===== src/hdl/i2c_trm_pkg.sv =====
// ----------------------------------------------------------------------------
// i2c_trm_pkg
// Shared types and codes for the I2C target register map.
// ----------------------------------------------------------------------------
package i2c_trm_pkg;

    // Bus event kinds
    localparam logic [1:0] FUNC_INIT     = 2'd0;
    localparam logic [1:0] FUNC_DESELECT = 2'd1;
    localparam logic [1:0] FUNC_READ     = 2'd2;
    localparam logic [1:0] FUNC_WRITE    = 2'd3;

    // Action codes
    localparam logic [2:0] ACT_NONE      = 3'd0;
    localparam logic [2:0] ACT_CAL_START = 3'd1;
    localparam logic [2:0] ACT_BOOT      = 3'd2;
    localparam logic [2:0] ACT_SET_ADDR  = 3'd3;
    localparam logic [2:0] ACT_LED       = 3'd4;
    localparam logic [2:0] ACT_LED_RED   = 3'd5;
    localparam logic [2:0] ACT_LED_GREEN = 3'd6;
    localparam logic [2:0] ACT_LED_BLUE  = 3'd7;

    // Single-byte registers
    localparam logic [7:0] REG_STATUS    = 8'h00;
    localparam logic [7:0] REG_CAL       = 8'h30;
    localparam logic [7:0] REG_BOOT      = 8'h31;
    localparam logic [7:0] REG_FLAGS     = 8'h32;
    localparam logic [7:0] REG_ADDR      = 8'h33;
    localparam logic [7:0] REG_LED       = 8'h40;
    localparam logic [7:0] REG_LED_RED   = 8'h41;
    localparam logic [7:0] REG_LED_GREEN = 8'h42;
    localparam logic [7:0] REG_LED_BLUE  = 8'h43;
    localparam logic [7:0] STATUS_BAD    = 8'hFF;
    localparam logic [7:0] BOOT_KEY      = 8'h01;

    // 32-bit groups, indexed by pointer[7:2]
    localparam logic [5:0] GRP_DERIVED   = 6'h01;
    localparam logic [5:0] GRP_RAW       = 6'h02;
    localparam logic [5:0] GRP_CAL_ZERO  = 6'h04;
    localparam logic [5:0] GRP_CAL_WT    = 6'h05;
    localparam logic [5:0] GRP_CAL_REL   = 6'h06;
    localparam logic [5:0] GRP_CAL_RELWT = 6'h07;

    // Configuration register indexes
    localparam logic CFG_DEFAULT_ADDRESS = 1'b0;
    localparam logic CFG_DEFAULT_FLAGS   = 1'b1;

    // Input beat payload, first member in the highest bits.
    typedef struct packed {
        logic [7:0]  cal_status;
        logic [31:0] cal_relief_weight;
        logic [31:0] cal_relief;
        logic [31:0] cal_weight;
        logic [31:0] cal_zero;
        logic [31:0] raw_value;
        logic [31:0] derived_value;
        logic        sensor_ok;
        logic [7:0]  write_byte;
    } item_t;

    localparam int ITEM_W     = $bits(item_t);
    localparam int IN_DATA_W  = ((ITEM_W + 7) / 8) * 8;

    typedef struct packed {
        logic [7:0]  bus_address;
        logic [15:0] action_value;
        logic [2:0]  action;
        logic [7:0]  read_data;
    } result_t;

    localparam int RESULT_W   = $bits(result_t);
    localparam int OUT_DATA_W = ((RESULT_W + 7) / 8) * 8;

    typedef struct packed {
        logic [31:0] snapshot;
        logic [7:0]  address;
        logic [7:0]  flags;
        logic        pointer_set;
        logic [7:0]  pointer;
    } map_state_t;

endpackage


===== src/hdl/i2c_target_register_map.sv =====
// ----------------------------------------------------------------------------
// i2c_target_register_map
// Register map of a load-cell sensor's I2C target, one bus event per beat.
//
//  Channel  Direction  Handshake          Payload
//  s_*      in         s_tvalid/s_tready  tuser: func; tdata: event fields
//  m_*      out        m_tvalid/m_tready  tuser: read_valid; tdata: result
//  cfg_*    in         cfg_we             cfg_index selects, cfg_data value
//
// Every input beat gives exactly one result beat, valid in the cycle after acceptance.
// A new beat is accepted each cycle while s_tready is high; the state update and
// the output register load happen at the same edge, so the rate is one beat per cycle.
// s_tready drops only while a result waits in the output register and
// m_tready is low. Reset clears all map state and empties the output register.
// ----------------------------------------------------------------------------
module i2c_target_register_map (
    input  logic                               clk,
    input  logic                               rst_n,
    input  logic                               s_tvalid,
    output logic                               s_tready,
    // func[1:0]
    input  logic [1:0]                         s_tuser,
    // write_byte[7:0], sensor_ok[8], derived_value[40:9], raw_value[72:41],
    // cal_zero[104:73], cal_weight[136:105], cal_relief[168:137],
    // cal_relief_weight[200:169], cal_status[208:201], zero fill above
    input  logic [i2c_trm_pkg::IN_DATA_W-1:0]  s_tdata,
    output logic                               m_tvalid,
    input  logic                               m_tready,
    // read_valid[0]
    output logic                               m_tuser,
    // read_data[7:0], action[10:8], action_value[26:11], bus_address[34:27],
    // zero fill above
    output logic [i2c_trm_pkg::OUT_DATA_W-1:0] m_tdata,
    input  logic                               cfg_we,
    input  logic                               cfg_index,
    input  logic [7:0]                         cfg_data
);

    logic [7:0]              def_addr_reg;
    logic [7:0]              def_flags_reg;
    i2c_trm_pkg::map_state_t state_reg;
    i2c_trm_pkg::map_state_t state_next;
    i2c_trm_pkg::item_t      item;
    i2c_trm_pkg::result_t    result_next;
    i2c_trm_pkg::result_t    result_reg;
    logic                    rvalid_next;
    logic                    rvalid_reg;
    logic                    out_valid_reg;
    logic                    accept;

    assign item     = s_tdata[i2c_trm_pkg::ITEM_W-1:0];
    assign s_tready = !out_valid_reg || m_tready;
    assign accept   = s_tvalid && s_tready;

    always_ff @(posedge clk or negedge rst_n)
    begin
        if (!rst_n)
        begin
            def_addr_reg  <= 8'h00;
            def_flags_reg <= 8'h00;
        end
        else if (cfg_we)
        begin
            unique case (cfg_index)
                i2c_trm_pkg::CFG_DEFAULT_ADDRESS: def_addr_reg  <= cfg_data;
                i2c_trm_pkg::CFG_DEFAULT_FLAGS:   def_flags_reg <= cfg_data;
                default:                          def_addr_reg  <= def_addr_reg;
            endcase
        end
    end

    i2c_trm_decode u_decode (
        .func            (s_tuser),
        .item            (item),
        .default_address (def_addr_reg),
        .default_flags   (def_flags_reg),
        .state           (state_reg),
        .state_next      (state_next),
        .result          (result_next),
        .read_valid      (rvalid_next)
    );

    always_ff @(posedge clk or negedge rst_n)
    begin
        if (!rst_n)
        begin
            state_reg     <= '0;
            out_valid_reg <= 1'b0;
        end
        else
        begin
            if (accept)
            begin
                state_reg     <= state_next;
                out_valid_reg <= 1'b1;
            end
            else if (m_tready)
            begin
                out_valid_reg <= 1'b0;
            end
        end
    end

    always_ff @(posedge clk)
    begin
        if (accept)
        begin
            result_reg <= result_next;
            rvalid_reg <= rvalid_next;
        end
    end

    assign m_tvalid = out_valid_reg;
    assign m_tuser  = rvalid_reg;
    assign m_tdata  = {{(i2c_trm_pkg::OUT_DATA_W - i2c_trm_pkg::RESULT_W){1'b0}}, result_reg};

    // A read answer never carries an action.
    assert property (@(posedge clk) disable iff (!rst_n)
        (m_tvalid && m_tuser) |-> (result_reg.action == i2c_trm_pkg::ACT_NONE))
        else $error("read beat carries an action");

    // No action means no argument.
    assert property (@(posedge clk) disable iff (!rst_n)
        (m_tvalid && (result_reg.action == i2c_trm_pkg::ACT_NONE))
            |-> (result_reg.action_value == 16'h0000))
        else $error("action value without an action");

    // The reported bus address is the address the block now holds.
    assert property (@(posedge clk) disable iff (!rst_n)
        m_tvalid |-> (result_reg.bus_address == state_reg.address))
        else $error("bus address out of step with map state");

    // Deselect and init leave the pointer cleared and unset.
    assert property (@(posedge clk) disable iff (!rst_n)
        (accept && ((s_tuser == i2c_trm_pkg::FUNC_DESELECT) ||
                    (s_tuser == i2c_trm_pkg::FUNC_INIT)))
            |=> ((state_reg.pointer == 8'h00) && !state_reg.pointer_set))
        else $error("pointer not cleared");

    // A read request gives a read answer in the next cycle.
    assert property (@(posedge clk) disable iff (!rst_n)
        (accept && (s_tuser == i2c_trm_pkg::FUNC_READ)) |=> (m_tvalid && m_tuser))
        else $error("read request without answer");

endmodule


===== src/hdl/i2c_trm_decode.sv =====
// ----------------------------------------------------------------------------
// i2c_trm_decode
// Next-state and result logic for one bus event: read mux, snapshot latch,
// write decode and pointer update.
// ----------------------------------------------------------------------------
module i2c_trm_decode (
    input  logic [1:0]               func,
    input  i2c_trm_pkg::item_t       item,
    input  logic [7:0]               default_address,
    input  logic [7:0]               default_flags,
    input  i2c_trm_pkg::map_state_t  state,
    output i2c_trm_pkg::map_state_t  state_next,
    output i2c_trm_pkg::result_t     result,
    output logic                     read_valid
);

    logic [5:0]  grp;
    logic [1:0]  sub;
    logic        grp_hit;
    logic [31:0] grp_value;
    logic [31:0] snap_view;
    logic [7:0]  rd_byte;
    logic [2:0]  act;
    logic [15:0] act_val;
    logic [7:0]  ptr_inc;

    assign grp     = state.pointer[7:2];
    assign sub     = state.pointer[1:0];
    assign ptr_inc = state.pointer + 8'd1;

    always_comb
    begin
        grp_hit   = 1'b1;
        grp_value = item.derived_value;
        unique case (grp)
            i2c_trm_pkg::GRP_DERIVED:   grp_value = item.derived_value;
            i2c_trm_pkg::GRP_RAW:       grp_value = item.raw_value;
            i2c_trm_pkg::GRP_CAL_ZERO:  grp_value = item.cal_zero;
            i2c_trm_pkg::GRP_CAL_WT:    grp_value = item.cal_weight;
            i2c_trm_pkg::GRP_CAL_REL:   grp_value = item.cal_relief;
            i2c_trm_pkg::GRP_CAL_RELWT: grp_value = item.cal_relief_weight;
            default:                    grp_hit   = 1'b0;
        endcase
    end

    // Byte 0 of a group reads the live value; the others read the snapshot.
    assign snap_view = (sub == 2'd0) ? grp_value : state.snapshot;

    always_comb
    begin
        if (grp_hit)
        begin
            case (sub)
                2'd0:    rd_byte = snap_view[7:0];
                2'd1:    rd_byte = snap_view[15:8];
                2'd2:    rd_byte = snap_view[23:16];
                default: rd_byte = snap_view[31:24];
            endcase
        end
        else
        begin
            unique case (state.pointer)
                i2c_trm_pkg::REG_STATUS:
                    rd_byte = item.sensor_ok ? state.flags : i2c_trm_pkg::STATUS_BAD;
                i2c_trm_pkg::REG_CAL:   rd_byte = item.cal_status;
                i2c_trm_pkg::REG_FLAGS: rd_byte = state.flags;
                i2c_trm_pkg::REG_ADDR:  rd_byte = state.address;
                default:                rd_byte = 8'h00;
            endcase
        end
    end

    always_comb
    begin
        act     = i2c_trm_pkg::ACT_NONE;
        act_val = 16'h0000;
        unique case (state.pointer)
            i2c_trm_pkg::REG_CAL:
            begin
                act     = i2c_trm_pkg::ACT_CAL_START;
                act_val = {8'h00, item.write_byte};
            end
            i2c_trm_pkg::REG_BOOT:
            begin
                if (item.write_byte == i2c_trm_pkg::BOOT_KEY)
                begin
                    act     = i2c_trm_pkg::ACT_BOOT;
                    act_val = {8'h00, item.write_byte};
                end
            end
            i2c_trm_pkg::REG_ADDR:
            begin
                act     = i2c_trm_pkg::ACT_SET_ADDR;
                act_val = {8'h00, item.write_byte};
            end
            i2c_trm_pkg::REG_LED:
            begin
                act     = i2c_trm_pkg::ACT_LED;
                act_val = {8'h00, item.write_byte};
            end
            i2c_trm_pkg::REG_LED_RED:
            begin
                act     = i2c_trm_pkg::ACT_LED_RED;
                act_val = {item.write_byte, 8'h00};
            end
            i2c_trm_pkg::REG_LED_GREEN:
            begin
                act     = i2c_trm_pkg::ACT_LED_GREEN;
                act_val = {item.write_byte, 8'h00};
            end
            i2c_trm_pkg::REG_LED_BLUE:
            begin
                act     = i2c_trm_pkg::ACT_LED_BLUE;
                act_val = {item.write_byte, 8'h00};
            end
            default:
            begin
                act     = i2c_trm_pkg::ACT_NONE;
                act_val = 16'h0000;
            end
        endcase
    end

    always_comb
    begin
        state_next          = state;
        result.read_data    = 8'h00;
        result.action       = i2c_trm_pkg::ACT_NONE;
        result.action_value = 16'h0000;
        read_valid          = 1'b0;
        unique case (func)
            i2c_trm_pkg::FUNC_INIT:
            begin
                state_next.address     = default_address;
                state_next.flags       = default_flags;
                state_next.pointer     = 8'h00;
                state_next.pointer_set = 1'b0;
            end
            i2c_trm_pkg::FUNC_DESELECT:
            begin
                state_next.pointer     = 8'h00;
                state_next.pointer_set = 1'b0;
            end
            i2c_trm_pkg::FUNC_READ:
            begin
                result.read_data = rd_byte;
                read_valid       = 1'b1;
                state_next.pointer = ptr_inc;
                if (grp_hit && (sub == 2'd0))
                begin
                    state_next.snapshot = grp_value;
                end
            end
            default:
            begin
                if (!state.pointer_set)
                begin
                    state_next.pointer     = item.write_byte;
                    state_next.pointer_set = 1'b1;
                end
                else
                begin
                    result.action       = act;
                    result.action_value = act_val;
                    state_next.pointer  = ptr_inc;
                    if (state.pointer == i2c_trm_pkg::REG_FLAGS)
                    begin
                        state_next.flags = item.write_byte;
                    end
                    if (state.pointer == i2c_trm_pkg::REG_ADDR)
                    begin
                        state_next.address = item.write_byte;
                    end
                end
            end
        endcase
        result.bus_address = state_next.address;
    end

endmodule

===== config.mk =====
export PLATFORM = sky130hd
export DESIGN_NAME = i2c_target_register_map
export DESIGN_NICKNAME = d
export VERILOG_FILES = /design/src/hdl/i2c_trm_pkg.sv /design/src/hdl/i2c_target_register_map.sv /design/src/hdl/i2c_trm_decode.sv
export SDC_FILE = /design/constraint.sdc
export NUM_CORES = 1
export LEC_CHECK = 0
export ABC_AREA = 0
export BUFFER_PORTS_ARGS = -buffer_cell sky130_fd_sc_hd__buf_2
export CORE_MARGIN = 2
export CORE_UTILIZATION = 35
export CTS_BUF_LIST = sky130_fd_sc_hd__clkbuf_16
export DETAILED_ROUTE_END_ITERATION = 7
export PLACE_DENSITY_LB_ADDON = 0.05
export SLEW_MARGIN = 5
export SYNTH_ARGS = -nofsm -noshare
export SYNTH_HDL_FRONTEND = slang
export SYNTH_SLANG_ARGS = --single-unit

===== constraint.sdc =====
create_clock -name clk -period 2.2 [get_ports clk]
set_clock_uncertainty 0.05 [all_clocks]
set_input_delay 0.44 -clock clk [delete_from_list [all_inputs] [get_ports clk]]
set_output_delay 0.44 -clock clk [all_outputs]
set_load 0.05 [all_outputs]

==> reports/results.ini <==
[outcome]
outcome = complete, but fails checks
failed_checks = negative setup slack

[timing]
final_hold_viol_count = 0
max_freq_mhz = 412
min_period_ns = 2.42
rsz0062_at_grt = yes
finalCritPeriodShare_pct = 110
final.setup.tns_ns = -0.937
layout_setup_ws_ns = -0.225
setup_viol = 8
slew_viol_final = 0

[clock_network]
cts_tree = yes
clock_path_buffers = 2
clkTransAtPathRegs_ns = 0.08
htree_num_levels = 3
numCtsBuffers = 9
ctsHoldBuffers = 0
insertion_delay_ns = 0.35
cts_root_buf = clkbuf_16
cts_sinks = 102

[layout]
post-route-util_pct = 52.1
largest_reg_flops = 49
fillers = 1879
layout-drive-gt1-share_pct = 48.1
area_growth_pct = 46.5
design_area_um2 = 10100
stdcell_count = 1373
layout.nets = 1341

[placement]
portBuffers = 262
hpwlAfterDp_um = 20600
dp_cells = 1345
gp_congestion = 0.926
place_area_um2 = 9390

[drt]
ant_nets = 0
drt_iter0_drc = 494
wl_per_cell_um = 19.0
vias_per_cell = 5.35
drcViolationCount = 0
wl_um = 26000
first_pass_iters = 5
via_count = 7348

[critical_path]
cp_common_cell = a221oi_2
critPathKind = register to register
path_delay_family = compound AO/OA/AOI/OAI gates
critPathBufInv = 1
r2r_end = m_tdata[6]
crit_fanout = 5
crit_start = state_reg[3]
slowest_stage = dfrtp_2
r2r_start = state_reg[3]
slowest_delay_ns = 0.43
reg2reg_depth = 7
ff2ff_setup_slack_ns = -0.22
end_kind = register
cp.arrival_ns = 2.48
cp-start-kind = register
critPathRequiredTime_ns = 2.26
path_cells = mux2_2 > a221o_1 > a221oi_2 > o32ai_2 > a221oi_2 > buf_4 > o22ai_2

[power]
p_leak_nw = 4.43
ir_worst_vdd_mv = 0.330
power_density_nw_per_um2 = 732
power.total_mw = 7.43

[global_routing]
grt_max_degree = 67
groute.usage.overall_pct = 25.1
grt_pass1_wl_um = 39800
busiest_layer = met2
use_met2_pct = 42.8
gr-usage-met1_pct = 32.4
antenna_found_initial = 3
grt_pass1_vias = 7262
use_met3_pct = 4.27
overflow = 0

[synthesis]
synth-edff-count = 36
postSynthCellCount = 750
synth_area_um2 = 6920
synth_area_leaders = dfrtp_1 (24%), edfxtp_1 (16%), mux4_2 (6.2%)
ys.flop_type = dfrtp_1
seq_area_frac_synth_pct = 39.5
syn_avg_cell_area_um2 = 9.23
netlist.top_cell.by_area = dfrtp_1
synth_cell_types = 67
ys_ff_latch = 102
ys_warn_count = 0
synth_top_area_share_pct = 23.9
async_flop_share_pct = 64.7

[floorplanning]
die_w_um = 145
num_rows = 51
dieArea_um2 = 20900
core_um2 = 19500
ios = 275
die_h_um = 145
start_util_pct = 35.6

[flow_run]
cap_violations = 0

[min_path]
hold_class = input pin to asynchronous set/reset pin

repair_timing:
action,in CTS,in global routing
pin swaps,12,11
endpoints found under the setup margin,27,43
buffers inserted,3,7
resized for setup,35,45
through the flow:
stage	worst slack [ns]	hold WS, ns
after global placement	-0.596	0.404
after floorplan	-0.0885	0.0944
final	-0.225	0.0521
after global routing	-0.318	0.0699
after CTS	-0.270	0.0692
after detailed placement	-0.620	0.405
area by class of cell:
cell class                 instances  area [µm²]  area share, %
tap                              265         332           3.27
inverter                          13        52.6          0.518
clock buffer                       9         225           2.22
clock inverter                     7        97.6          0.962
sequential                       102        2740           27.0
multi-input combinational        571        4150           40.9
antenna                            2        5.00         0.0493
timing repair buffer             404        2540           25.1
worst max-delay path by stage:
stage / end / slack, ns / cells past startpoint
2_1_floorplan: m_tdata[6] / -0.09 / 8
4_1_cts: m_tdata[6] / -0.27 / 7
3_3_place_gp: m_tdata[5] / -0.60 / 8
6_report: m_tdata[6] / -0.22 / 7
5_1_grt: m_tdata[6] / -0.32 / 7
3_5_place_dp: m_tdata[5] / -0.62 / 8
where the power goes:
part	switching, mW	internal [mW]
clock network	0.764	1.01
logic	1.60	1.46
registers	0.247	2.34
synthesized netlist by cell type (all sizes together), types with 20 or more instances:
master / n
nand2: 85
dfrtp: 66
a21oi: 54
nor2: 49
o21ai: 48
o22ai: 40
clkbuf: 39
edfxtp: 36
buf: 29
mux2: 24
nor3: 22
a22oi: 20
layer usage:
metal  share of wire [%]  vias up
li1                    -     3568
met1                  42     3478
met2                  50      266
met3                 5.8       34
met4                 2.4        2
met5               0.042        -
cell usage in the layout, fill, tap and decap left out, drive strengths merged, types with 19 or more instances in the layout:
| master | Yosys | final |
|---|---|---|
| a22oi | 20 | 20 |
| nor3 | 22 | 22 |
| dfrtp | 66 | 66 |
| buf | 29 | 404 |
| mux2 | 24 | 24 |
| nand3 | 19 | 19 |
| mux4 | 19 | 19 |
| nor2 | 49 | 49 |
| nand2 | 85 | 85 |
| o21ai | 48 | 48 |
| edfxtp | 36 | 36 |
| a21oi | 54 | 54 |
| o22ai | 40 | 40 |
cell families after synthesis:
kind of cell | share of synthesized area (%)
AOI/OAI and AO/OA | 24.9
DFF | 39.5
muxes | 11.4
other | 0.0542
buffers and inverters | 5.28
and+or+nand+nor | 17.5
adders and majority gates | 1.45
No activity file was read; power rests on OpenSTA's default activity.
